===== src/design/assert_macros.svh =====
// assertion helpers included by the top-level rtl file
`ifndef ASSERT_MACROS_SVH
`define ASSERT_MACROS_SVH

`ifndef SYNTH

// checked only outside reset
`define CEA_ASSERT(lbl, clk, rst_n, prop, msg) \
    lbl: assert property (@(posedge clk) disable iff (!rst_n) prop) else $error(msg);

// checked at every edge, reset included
`define CEA_ASSERT_ALWAYS(lbl, clk, prop, msg) \
    lbl: assert property (@(posedge clk) prop) else $error(msg);

`else

`define CEA_ASSERT(lbl, clk, rst_n, prop, msg)
`define CEA_ASSERT_ALWAYS(lbl, clk, prop, msg)

`endif

`endif


===== src/design/cea_pkg.sv =====
`timescale 1ns / 1ps

package cea_pkg;

    typedef logic [3:0]  t_mode;
    typedef logic [1:0]  t_rkind;
    typedef logic [15:0] t_addr;
    typedef logic [7:0]  t_byte;

    // addressing modes
    localparam t_mode MODE_IMM = 4'd0;
    localparam t_mode MODE_REL = 4'd1;
    localparam t_mode MODE_ZPG = 4'd2;
    localparam t_mode MODE_ZPX = 4'd3;
    localparam t_mode MODE_ZPY = 4'd4;
    localparam t_mode MODE_ABS = 4'd5;
    localparam t_mode MODE_ABX = 4'd6;
    localparam t_mode MODE_ABY = 4'd7;
    localparam t_mode MODE_IND = 4'd8;
    localparam t_mode MODE_IDX = 4'd9;
    localparam t_mode MODE_IDY = 4'd10;

    // start word vs read data word
    localparam logic KIND_START = 1'b0;
    localparam logic KIND_DATA  = 1'b1;

    // result kinds
    localparam t_rkind RK_READ  = 2'd0;
    localparam t_rkind RK_DONE  = 2'd1;
    localparam t_rkind RK_ERROR = 2'd2;

    localparam t_addr PAGE_LOW  = 16'h00FF;
    localparam t_addr PAGE_HIGH = 16'hFF00;
    localparam t_byte BYTE_MAX  = 8'hFF;

    typedef enum logic [2:0] {
        PH_IDLE   = 3'd0,
        PH_OP1    = 3'd1,
        PH_OP2    = 3'd2,
        PH_PTR_LO = 3'd3,
        PH_PTR_HI = 3'd4
    } t_phase;

    typedef struct packed {
        t_rkind result_kind;
        t_addr  read_address;
        t_addr  effective_address;
        t_addr  next_pc;
        logic   extra_cycle;
    } t_result;

endpackage


===== src/design/cea_in_if.sv =====
`timescale 1ns / 1ps

interface cea_in_if;
    import cea_pkg::*;

    logic  valid;
    logic  ready;
    logic  kind;
    t_mode mode;
    t_addr prog_counter;
    t_byte x_index;
    t_byte y_index;
    t_byte read_data;

    modport source (
        output valid, kind, mode, prog_counter, x_index, y_index, read_data,
        input  ready
    );

    modport sink (
        input  valid, kind, mode, prog_counter, x_index, y_index, read_data,
        output ready
    );
endinterface


===== src/design/cea_out_if.sv =====
`timescale 1ns / 1ps

interface cea_out_if;
    import cea_pkg::*;

    logic   valid;
    logic   ready;
    t_rkind result_kind;
    t_addr  read_address;
    t_addr  effective_address;
    t_addr  next_pc;
    logic   extra_cycle;

    modport source (
        output valid, result_kind, read_address, effective_address, next_pc, extra_cycle,
        input  ready
    );

    modport sink (
        input  valid, result_kind, read_address, effective_address, next_pc, extra_cycle,
        output ready
    );
endinterface


===== src/design/cpu6502_effective_address_top.sv =====
`timescale 1ns / 1ps

// 6502 effective-address unit. A start word on i_in carries the addressing mode,
// the pc at the opcode byte, X and Y; each later data word on i_in carries the byte
// read at the address of the last read request. Every input word produces exactly
// one result word on o_out: a read request, a done word with the effective address,
// the next pc and the extra-cycle flag, or an error word (unknown mode, data while
// idle, start while busy, which drops the calculation in progress). Each word is
// decoded against the current phase in a single combinational pass and its result
// is registered, so the result shows in the cycle after acceptance.
// One word is accepted every cycle as long as the result register is empty or is
// being taken in the same cycle; that single output register is what sets the rate.
// IMM completes on its start word, REL and zero-page modes after one data word,
// absolute modes after two, IDX and IDY after three, IND after four. IND keeps the
// page-wrap quirk of the original part when the pointer low byte is 0xFF.

`include "assert_macros.svh"

module cpu6502_effective_address_top (
    input  logic        i_clk,
    input  logic        i_rst_n,
    cea_in_if.sink      i_in,
    cea_out_if.source   o_out
);
    import cea_pkg::*;

    // sequencing state
    t_phase  r_phase,  n_phase;
    t_mode   r_mode,   n_mode;
    t_addr   r_pc,     n_pc;
    t_byte   r_x,      n_x;
    t_byte   r_y,      n_y;
    t_byte   r_op_low, n_op_low;
    t_byte   r_op_high, n_op_high;
    t_byte   r_ptr_low, n_ptr_low;

    // result register
    logic    r_out_valid;
    t_result r_res, n_res;

    logic    w_in_fire;
    logic    w_busy;
    t_addr   w_word;
    t_addr   w_sum;
    t_byte   w_zp;

    // a new word may enter whenever the result slot is free or drains this cycle
    assign i_in.ready = !r_out_valid || o_out.ready;
    assign w_in_fire  = i_in.valid && i_in.ready;
    assign w_busy     = (r_phase != PH_IDLE);

    always_comb begin
        n_phase   = r_phase;
        n_mode    = r_mode;
        n_pc      = r_pc;
        n_x       = r_x;
        n_y       = r_y;
        n_op_low  = r_op_low;
        n_op_high = r_op_high;
        n_ptr_low = r_ptr_low;
        n_res     = '0;
        n_res.result_kind = RK_ERROR;
        w_word    = '0;
        w_sum     = '0;
        w_zp      = '0;

        if (i_in.kind == KIND_START) begin
            if (w_busy) begin
                // start while busy: drop the calculation
                n_phase = PH_IDLE;
            end else begin
                n_mode  = i_in.mode;
                n_pc    = i_in.prog_counter;
                n_x     = i_in.x_index;
                n_y     = i_in.y_index;
                n_phase = PH_IDLE;
                if (!(i_in.mode inside {[MODE_IMM:MODE_IDY]})) begin
                    n_res.result_kind = RK_ERROR;
                end else if (i_in.mode == MODE_IMM) begin
                    n_res.result_kind       = RK_DONE;
                    n_res.effective_address = i_in.prog_counter + 16'd1;
                    n_res.next_pc           = i_in.prog_counter + 16'd2;
                end else begin
                    // first operand byte follows the opcode
                    n_phase                 = PH_OP1;
                    n_res.result_kind       = RK_READ;
                    n_res.read_address      = i_in.prog_counter + 16'd1;
                end
            end
        end else if (!w_busy) begin
            // data with no request outstanding
            n_phase = PH_IDLE;
        end else begin
            case (r_phase)
                PH_OP1: begin
                    n_op_low = i_in.read_data;
                    n_phase  = PH_IDLE;
                    case (r_mode)
                        MODE_REL: begin
                            // signed branch offset relative to the following opcode
                            n_res.result_kind       = RK_DONE;
                            n_res.effective_address = r_pc + 16'd2
                                + {{8{i_in.read_data[7]}}, i_in.read_data};
                            n_res.next_pc           = r_pc;
                        end
                        MODE_ZPG: begin
                            n_res.result_kind       = RK_DONE;
                            n_res.effective_address = {8'h00, i_in.read_data};
                            n_res.next_pc           = r_pc + 16'd2;
                        end
                        MODE_ZPX: begin
                            w_zp                    = i_in.read_data + r_x;
                            n_res.result_kind       = RK_DONE;
                            n_res.effective_address = {8'h00, w_zp};
                            n_res.next_pc           = r_pc + 16'd2;
                        end
                        MODE_ZPY: begin
                            w_zp                    = i_in.read_data + r_y;
                            n_res.result_kind       = RK_DONE;
                            n_res.effective_address = {8'h00, w_zp};
                            n_res.next_pc           = r_pc + 16'd2;
                        end
                        MODE_IDX: begin
                            // zero-page pointer wraps within page zero
                            w_zp               = i_in.read_data + r_x;
                            n_op_low           = w_zp;
                            n_phase            = PH_PTR_LO;
                            n_res.result_kind  = RK_READ;
                            n_res.read_address = {8'h00, w_zp};
                        end
                        MODE_IDY: begin
                            n_phase            = PH_PTR_LO;
                            n_res.result_kind  = RK_READ;
                            n_res.read_address = {8'h00, i_in.read_data};
                        end
                        default: begin
                            // absolute forms need the high operand byte
                            n_phase            = PH_OP2;
                            n_res.result_kind  = RK_READ;
                            n_res.read_address = r_pc + 16'd2;
                        end
                    endcase
                end
                PH_OP2: begin
                    n_op_high = i_in.read_data;
                    n_phase   = PH_IDLE;
                    w_word    = {i_in.read_data, r_op_low};
                    case (r_mode)
                        MODE_ABX: begin
                            w_sum                   = w_word + {8'h00, r_x};
                            n_res.result_kind       = RK_DONE;
                            n_res.effective_address = w_sum;
                            n_res.next_pc           = r_pc + 16'd3;
                            n_res.extra_cycle       = (w_sum & PAGE_HIGH) != (w_word & PAGE_HIGH);
                        end
                        MODE_ABY: begin
                            w_sum                   = w_word + {8'h00, r_y};
                            n_res.result_kind       = RK_DONE;
                            n_res.effective_address = w_sum;
                            n_res.next_pc           = r_pc + 16'd3;
                            n_res.extra_cycle       = (w_sum & PAGE_HIGH) != (w_word & PAGE_HIGH);
                        end
                        MODE_IND: begin
                            n_phase            = PH_PTR_LO;
                            n_res.result_kind  = RK_READ;
                            n_res.read_address = w_word;
                        end
                        default: begin
                            n_res.result_kind       = RK_DONE;
                            n_res.effective_address = w_word;
                            n_res.next_pc           = r_pc + 16'd3;
                        end
                    endcase
                end
                PH_PTR_LO: begin
                    n_ptr_low         = i_in.read_data;
                    n_phase           = PH_PTR_HI;
                    n_res.result_kind = RK_READ;
                    w_zp              = r_op_low + 8'd1;
                    if (r_mode == MODE_IND) begin
                        // pointer high byte never leaves the pointer's page
                        n_res.read_address = {r_op_high, w_zp};
                    end else begin
                        n_res.read_address = {8'h00, w_zp};
                    end
                end
                PH_PTR_HI: begin
                    n_phase           = PH_IDLE;
                    w_word            = {i_in.read_data, r_ptr_low};
                    n_res.result_kind = RK_DONE;
                    case (r_mode)
                        MODE_IND: begin
                            n_res.effective_address = w_word;
                            n_res.next_pc           = r_pc + 16'd3;
                            n_res.extra_cycle       = (r_op_low == BYTE_MAX);
                        end
                        MODE_IDY: begin
                            w_sum                   = w_word + {8'h00, r_y};
                            n_res.effective_address = w_sum;
                            n_res.next_pc           = r_pc + 16'd2;
                            n_res.extra_cycle       = (w_sum & PAGE_HIGH) != (w_word & PAGE_HIGH);
                        end
                        default: begin
                            n_res.effective_address = w_word;
                            n_res.next_pc           = r_pc + 16'd2;
                        end
                    endcase
                end
                default: begin
                    n_phase = PH_IDLE;
                end
            endcase
        end
    end

    // control state
    always_ff @(posedge i_clk) begin
        if (!i_rst_n) begin
            r_phase     <= PH_IDLE;
            r_out_valid <= 1'b0;
        end else begin
            if (w_in_fire) begin
                r_phase     <= n_phase;
                r_out_valid <= 1'b1;
            end else if (o_out.ready) begin
                r_out_valid <= 1'b0;
            end
        end
    end

    // held operands and result payload
    always_ff @(posedge i_clk) begin
        if (!i_rst_n) begin
            r_mode    <= MODE_IMM;
            r_pc      <= '0;
            r_x       <= '0;
            r_y       <= '0;
            r_op_low  <= '0;
            r_op_high <= '0;
            r_ptr_low <= '0;
            r_res     <= '0;
        end else if (w_in_fire) begin
            r_mode    <= n_mode;
            r_pc      <= n_pc;
            r_x       <= n_x;
            r_y       <= n_y;
            r_op_low  <= n_op_low;
            r_op_high <= n_op_high;
            r_ptr_low <= n_ptr_low;
            r_res     <= n_res;
        end
    end

    assign o_out.valid             = r_out_valid;
    assign o_out.result_kind       = r_res.result_kind;
    assign o_out.read_address      = r_res.read_address;
    assign o_out.effective_address = r_res.effective_address;
    assign o_out.next_pc           = r_res.next_pc;
    assign o_out.extra_cycle       = r_res.extra_cycle;

    // an empty result slot never holds off the input
    `CEA_ASSERT_ALWAYS(a_ready_when_empty, i_clk, !r_out_valid |-> i_in.ready, "input stalled with empty result slot")

    // every accepted word leaves a result behind
    `CEA_ASSERT(a_fire_gives_result, i_clk, i_rst_n, w_in_fire |=> o_out.valid, "accepted word produced no result")

    // a pending read request and a busy phase go together
    `CEA_ASSERT(a_phase_matches_result, i_clk, i_rst_n, r_out_valid |-> ((r_res.result_kind == RK_READ) == w_busy), "phase disagrees with last result")

    // only done words may carry the penalty flag
    `CEA_ASSERT(a_extra_only_done, i_clk, i_rst_n, (r_out_valid && r_res.result_kind != RK_DONE) |-> !r_res.extra_cycle, "extra cycle flag on non-done result")

endmodule


===== src/flat_wrapper.sv =====
// flat-port wrapper written by rule: the top's interface ports become plain ports
module cpu6502_effective_address_top_flat import cea_pkg::*;
  (i_clk, i_rst_n, i_in_valid, i_in_kind, i_in_mode, i_in_prog_counter, i_in_x_index, i_in_y_index, i_in_read_data, i_in_ready, o_out_valid, o_out_result_kind, o_out_read_address, o_out_effective_address, o_out_next_pc, o_out_extra_cycle, o_out_ready);
  cea_in_if i_in_i ();
  cea_out_if o_out_i ();
  input  logic i_clk;
  input  logic i_rst_n;
  input wire logic [$bits(i_in_i.valid)-1:0] i_in_valid;
  input wire logic [$bits(i_in_i.kind)-1:0] i_in_kind;
  input wire logic [$bits(i_in_i.mode)-1:0] i_in_mode;
  input wire logic [$bits(i_in_i.prog_counter)-1:0] i_in_prog_counter;
  input wire logic [$bits(i_in_i.x_index)-1:0] i_in_x_index;
  input wire logic [$bits(i_in_i.y_index)-1:0] i_in_y_index;
  input wire logic [$bits(i_in_i.read_data)-1:0] i_in_read_data;
  output wire logic [$bits(i_in_i.ready)-1:0] i_in_ready;
  output wire logic [$bits(o_out_i.valid)-1:0] o_out_valid;
  output wire logic [$bits(o_out_i.result_kind)-1:0] o_out_result_kind;
  output wire logic [$bits(o_out_i.read_address)-1:0] o_out_read_address;
  output wire logic [$bits(o_out_i.effective_address)-1:0] o_out_effective_address;
  output wire logic [$bits(o_out_i.next_pc)-1:0] o_out_next_pc;
  output wire logic [$bits(o_out_i.extra_cycle)-1:0] o_out_extra_cycle;
  input wire logic [$bits(o_out_i.ready)-1:0] o_out_ready;
  assign i_in_i.valid = i_in_valid;
  assign i_in_i.kind = i_in_kind;
  assign i_in_i.mode = i_in_mode;
  assign i_in_i.prog_counter = i_in_prog_counter;
  assign i_in_i.x_index = i_in_x_index;
  assign i_in_i.y_index = i_in_y_index;
  assign i_in_i.read_data = i_in_read_data;
  assign i_in_ready = i_in_i.ready;
  assign o_out_valid = o_out_i.valid;
  assign o_out_result_kind = o_out_i.result_kind;
  assign o_out_read_address = o_out_i.read_address;
  assign o_out_effective_address = o_out_i.effective_address;
  assign o_out_next_pc = o_out_i.next_pc;
  assign o_out_extra_cycle = o_out_i.extra_cycle;
  assign o_out_i.ready = o_out_ready;
  cpu6502_effective_address_top u_core (.i_clk(i_clk), .i_rst_n(i_rst_n), .i_in(i_in_i), .o_out(o_out_i));
endmodule

===== config.mk =====
export PLATFORM = sky130hd
export DESIGN_NAME = cpu6502_effective_address_top_flat
export DESIGN_NICKNAME = d
export VERILOG_FILES = /design/src/design/cea_pkg.sv /design/src/design/cea_in_if.sv /design/src/design/cea_out_if.sv /design/src/design/cpu6502_effective_address_top.sv /design/src/flat_wrapper.sv
export VERILOG_INCLUDE_DIRS = /design/src /design/src/design
export SDC_FILE = /design/constraint.sdc
export NUM_CORES = 1
export LEC_CHECK = 0
export BUFFER_PORTS_ARGS = -buffer_cell sky130_fd_sc_hd__buf_2
export CORE_ASPECT_RATIO = 1.1
export CORE_MARGIN = 3
export CORE_UTILIZATION = 66
export CTS_CLUSTER_DIAMETER = 50
export DETAILED_ROUTE_END_ITERATION = 10
export PLACE_DENSITY = 0.88
export SLEW_MARGIN = 20
export SYNTH_ARGS = -nofsm -noshare
export SYNTH_HDL_FRONTEND = slang
export SYNTH_SLANG_ARGS = --single-unit

===== constraint.sdc =====
create_clock -name i_clk -period 7.2 [get_ports i_clk]
set_input_delay 0.72 -clock i_clk [delete_from_list [all_inputs] [get_ports i_clk]]
set_output_delay 0.72 -clock i_clk [all_outputs]
set_load 0.03 [all_outputs]

==> reports/summary.json <==
{
  "outcome": {
    "run_status": "completed"
  },
  "yosys": {
    "number_of_enable_type_register_cells_in_the_synthesized_netlist": 0,
    "post_synth_num_cell_types": 81,
    "yosys_warnings": 0,
    "yosys-top-cells-area": "dfxtp_1 (23%), ha_1 (7.4%), nand2_1 (7.3%)",
    "synth.avg_cell_area_sq_um": 7.458,
    "ys.flop_type": "dfxtp_1",
    "syn_area_sq_mm": 0.01002,
    "synth_seq_cells": 115,
    "most_instantiated_library_cell_after_synthesis": "nand2_1",
    "synthCells": 1343,
    "ys_top_cells_by_count": "nand2_1 (196), dfxtp_1 (115), a21oi_1 (111), o21ai_0 (99), nor2_1 (87)",
    "seq_area_frac_synth": 0.2299,
    "yosysTopAreaCellShare": 0.2299,
    "synthesis.nets": 1457,
    "synth.largest_area_cell": "dfxtp_1",
    "ys_async_sr_fraction": 0
  },
  "global_routing": {
    "via_count_of_the_first_global_routing_pass": 10410,
    "gr-usage-all-layers": 0.4554,
    "grt_antenna_before_repair": 1,
    "grt_max_degree": 118,
    "globalRouteOverflowTotal": 0,
    "wire_length_of_the_first_global_routing_pass_mm": 58.02
  },
  "route": {
    "post_drt_via_cell_ratio": 7.247,
    "detail_route.wirelength_mm": 38.43,
    "drt.antenna.violating_nets": 0,
    "drtIter0Drc": 1908,
    "post-route-drc-count": 0,
    "via_count": 11460,
    "routedWlPerCell_microns": 24.31,
    "dr.pass1.iters": 9
  },
  "timing": {
    "fin_worst_skew_ns": 0.008428,
    "hold_viol_final": 0,
    "fin_ws_ns": 3.644,
    "maxSlewHeadroom": 0.2806,
    "setup_repair_after_global_routing_missed_its_margin": "no",
    "timing.setup.tns_ns": 0,
    "final_period_util": 0.4939,
    "timing.final.crit_period_ns": 3.556,
    "fmax_ghz": 0.2812,
    "slew_violations": 0,
    "timing_worst_slew_pin_value_ns": 1.071,
    "finalSetupViolCount": 0
  },
  "floorplan": {
    "ioPinCount": 102,
    "starting_utilization_of_the_core_area": 0.6851,
    "design.die.area_sq_mm": 0.01669,
    "die_h_microns": 135.2,
    "row_count": 46,
    "floorplan.die.width_microns": 123.5,
    "design.core.area_sq_mm": 0.01462
  },
  "power_and_ir_drop": {
    "report.power.total_uw": 1994,
    "p_per_area_mw_per_mm2": 180.9,
    "vdd_ir_drop_max_v": 0.0001583,
    "power.static_leakage_uw": 0.004362
  },
  "critical_path": {
    "timing_worst_setup_path_type": "flip-flop to flip-flop",
    "crit_fanout": 8,
    "endpoint_type_of_the_worst_setup_path": "flip-flop",
    "cp_data_required_time_ns": 7.51,
    "worst-endpoint-arrival_ns": 3.87,
    "cp-start-kind": "flip-flop"
  },
  "cts": {
    "cts_inserted_buffers": 17,
    "cts_max_path_buffers": 2,
    "htreeDepth": 4,
    "clkTransAtPathRegs_ns": 0.06,
    "cts.sinks": 115,
    "ctsResizeCount": 0,
    "clock-root-buffer": "clkbuf_16",
    "cts_tree": "done",
    "cts_setup_buffers": 0,
    "post_cts_hold_buffer_count": 0,
    "clkLatencyLatePin_ns": 0.43
  },
  "placement": {
    "placement.io_buffers": 101,
    "pre_cts_ws_ns": 3.788,
    "routabilityCongestion": 1.066,
    "detailed_place_hpwl_mm": 27.60
  },
  "final_layout": {
    "layout-drive-gt1-share": 0.1260,
    "layout-area-overhead-vs-synth_pct": 10.09,
    "fin_nets": 1490,
    "n_antenna_cell": 0
  },
  "min_path": {
    "worst_hold_path_type": "flip-flop to flip-flop"
  },
  "flow_run": {
    "timing.max_cap.violations": 0
  }
}
## cell families (layout without fill, tap and decap cells)
group                    after synthesis  count (layout)  share of synthesized area
AO/OA/AOI/OAI                        482             482                     0.3269
AND/OR/NAND/NOR                      458             458                     0.2167
multiplexers                           9               9                   0.009369
buffers and inverters                121             167                    0.05009
flip-flops                           115             115                     0.2299
adder cells (fa/ha/maj)               65              65                    0.08570
XOR/XNOR                              93              93                    0.08132
## per-stage QoR
step	instance area, sq um	hold slack (ns)	instances	util
floorplan	10020	0.4603	1343	-
global placement	10440	0.4647	1549	0.7139
detailed placement	10440	0.4658	1549	0.7139
CTS	11030	0.4789	1581	0.7543
global route	11030	0.5101	1581	0.7543
finish	11030	0.4766	1581	0.7543
## flip-flops by register name, indices dropped and copies added (netlist names)
register,count
u_core.o_out.effective_address,16
u_core.o_out.extra_cycle,1
u_core.o_out.next_pc,16
u_core.o_out.read_address,16
u_core.o_out.result_kind,2
u_core.o_out.valid,1
u_core.r_mode,4
u_core.r_op_high,8
u_core.r_op_low,8
u_core.r_pc,16
u_core.r_phase,3
u_core.r_ptr_low,8
u_core.r_x,8
u_core.r_y,8
## layout by cell type (no fill, tap or decap), drive strengths merged, types with 12 or more instances in the layout
cell type / count
nand2: 196
dfxtp: 115
a21oi: 112
buf: 110
o21ai: 99
nor2: 88
ha: 59
xnor2: 55
a21boi: 47
nand3: 39
xor2: 38
nor3: 34
a22oi: 31
inv: 29
nor2b: 19
o221ai: 19
a221oi: 18
clkbuf: 18
a21o: 17
a31oi: 17
o211ai: 17
a211oi: 17
nand4: 12
## critical path, stage by stage, from the launching register on
cell and delay, ns:
dfxtp_1 0.49, nand3_1 0.28, nor3_1 0.56, xor2_1 0.39, ha_1 0.34, a21oi_1 0.13
o21ai_0 0.13, a21oi_1 0.24, o21ai_0 0.19, a31oi_1 0.27, o221ai_1 0.14, o31a_1 0.29
## cell type report
type	count	area, sq um
Clock buffer	18	439.2
Clock inverter	14	151.4
Fill cell	1150	3592
Inverter	25	93.84
Multi-Input combinational cell	1107	7227
Sequential cell	115	2302
Tap cell	192	240.2
Timing Repair Buffer	110	573.1
## report_power, final
part           switching, uW  internal, uW  total, uW
combinational            276           136        411
sequential              43.0           667        710
clock                    351           522        873
## path summary, 6_finish.rpt
kind	start	to	slack, ns	cells after the start
setup reg to reg	u_core.r_pc[3]$_SDFFE_PN0P_	u_core.o_out.effective_address[15]$_SDFFE_PN0P_	3.64	11
hold / removal	u_core.o_out.extra_cycle$_SDFFE_PN0P_	u_core.o_out.extra_cycle$_SDFFE_PN0P_	0.48	2
hold reg to reg	u_core.o_out.extra_cycle$_SDFFE_PN0P_	u_core.o_out.extra_cycle$_SDFFE_PN0P_	0.48	2
setup / recovery	u_core.r_pc[3]$_SDFFE_PN0P_	u_core.o_out.effective_address[15]$_SDFFE_PN0P_	3.64	11
## layer usage
layer	track usage	wire length, microns	up-vias
met4	0.2443	2621	2
met5	0	15	-
li1	-	-	5022
met1	0.5837	14010	5288
met3	0.1520	5481	229
met2	0.6739	16300	916
Power figures use the tool's default switching activity.
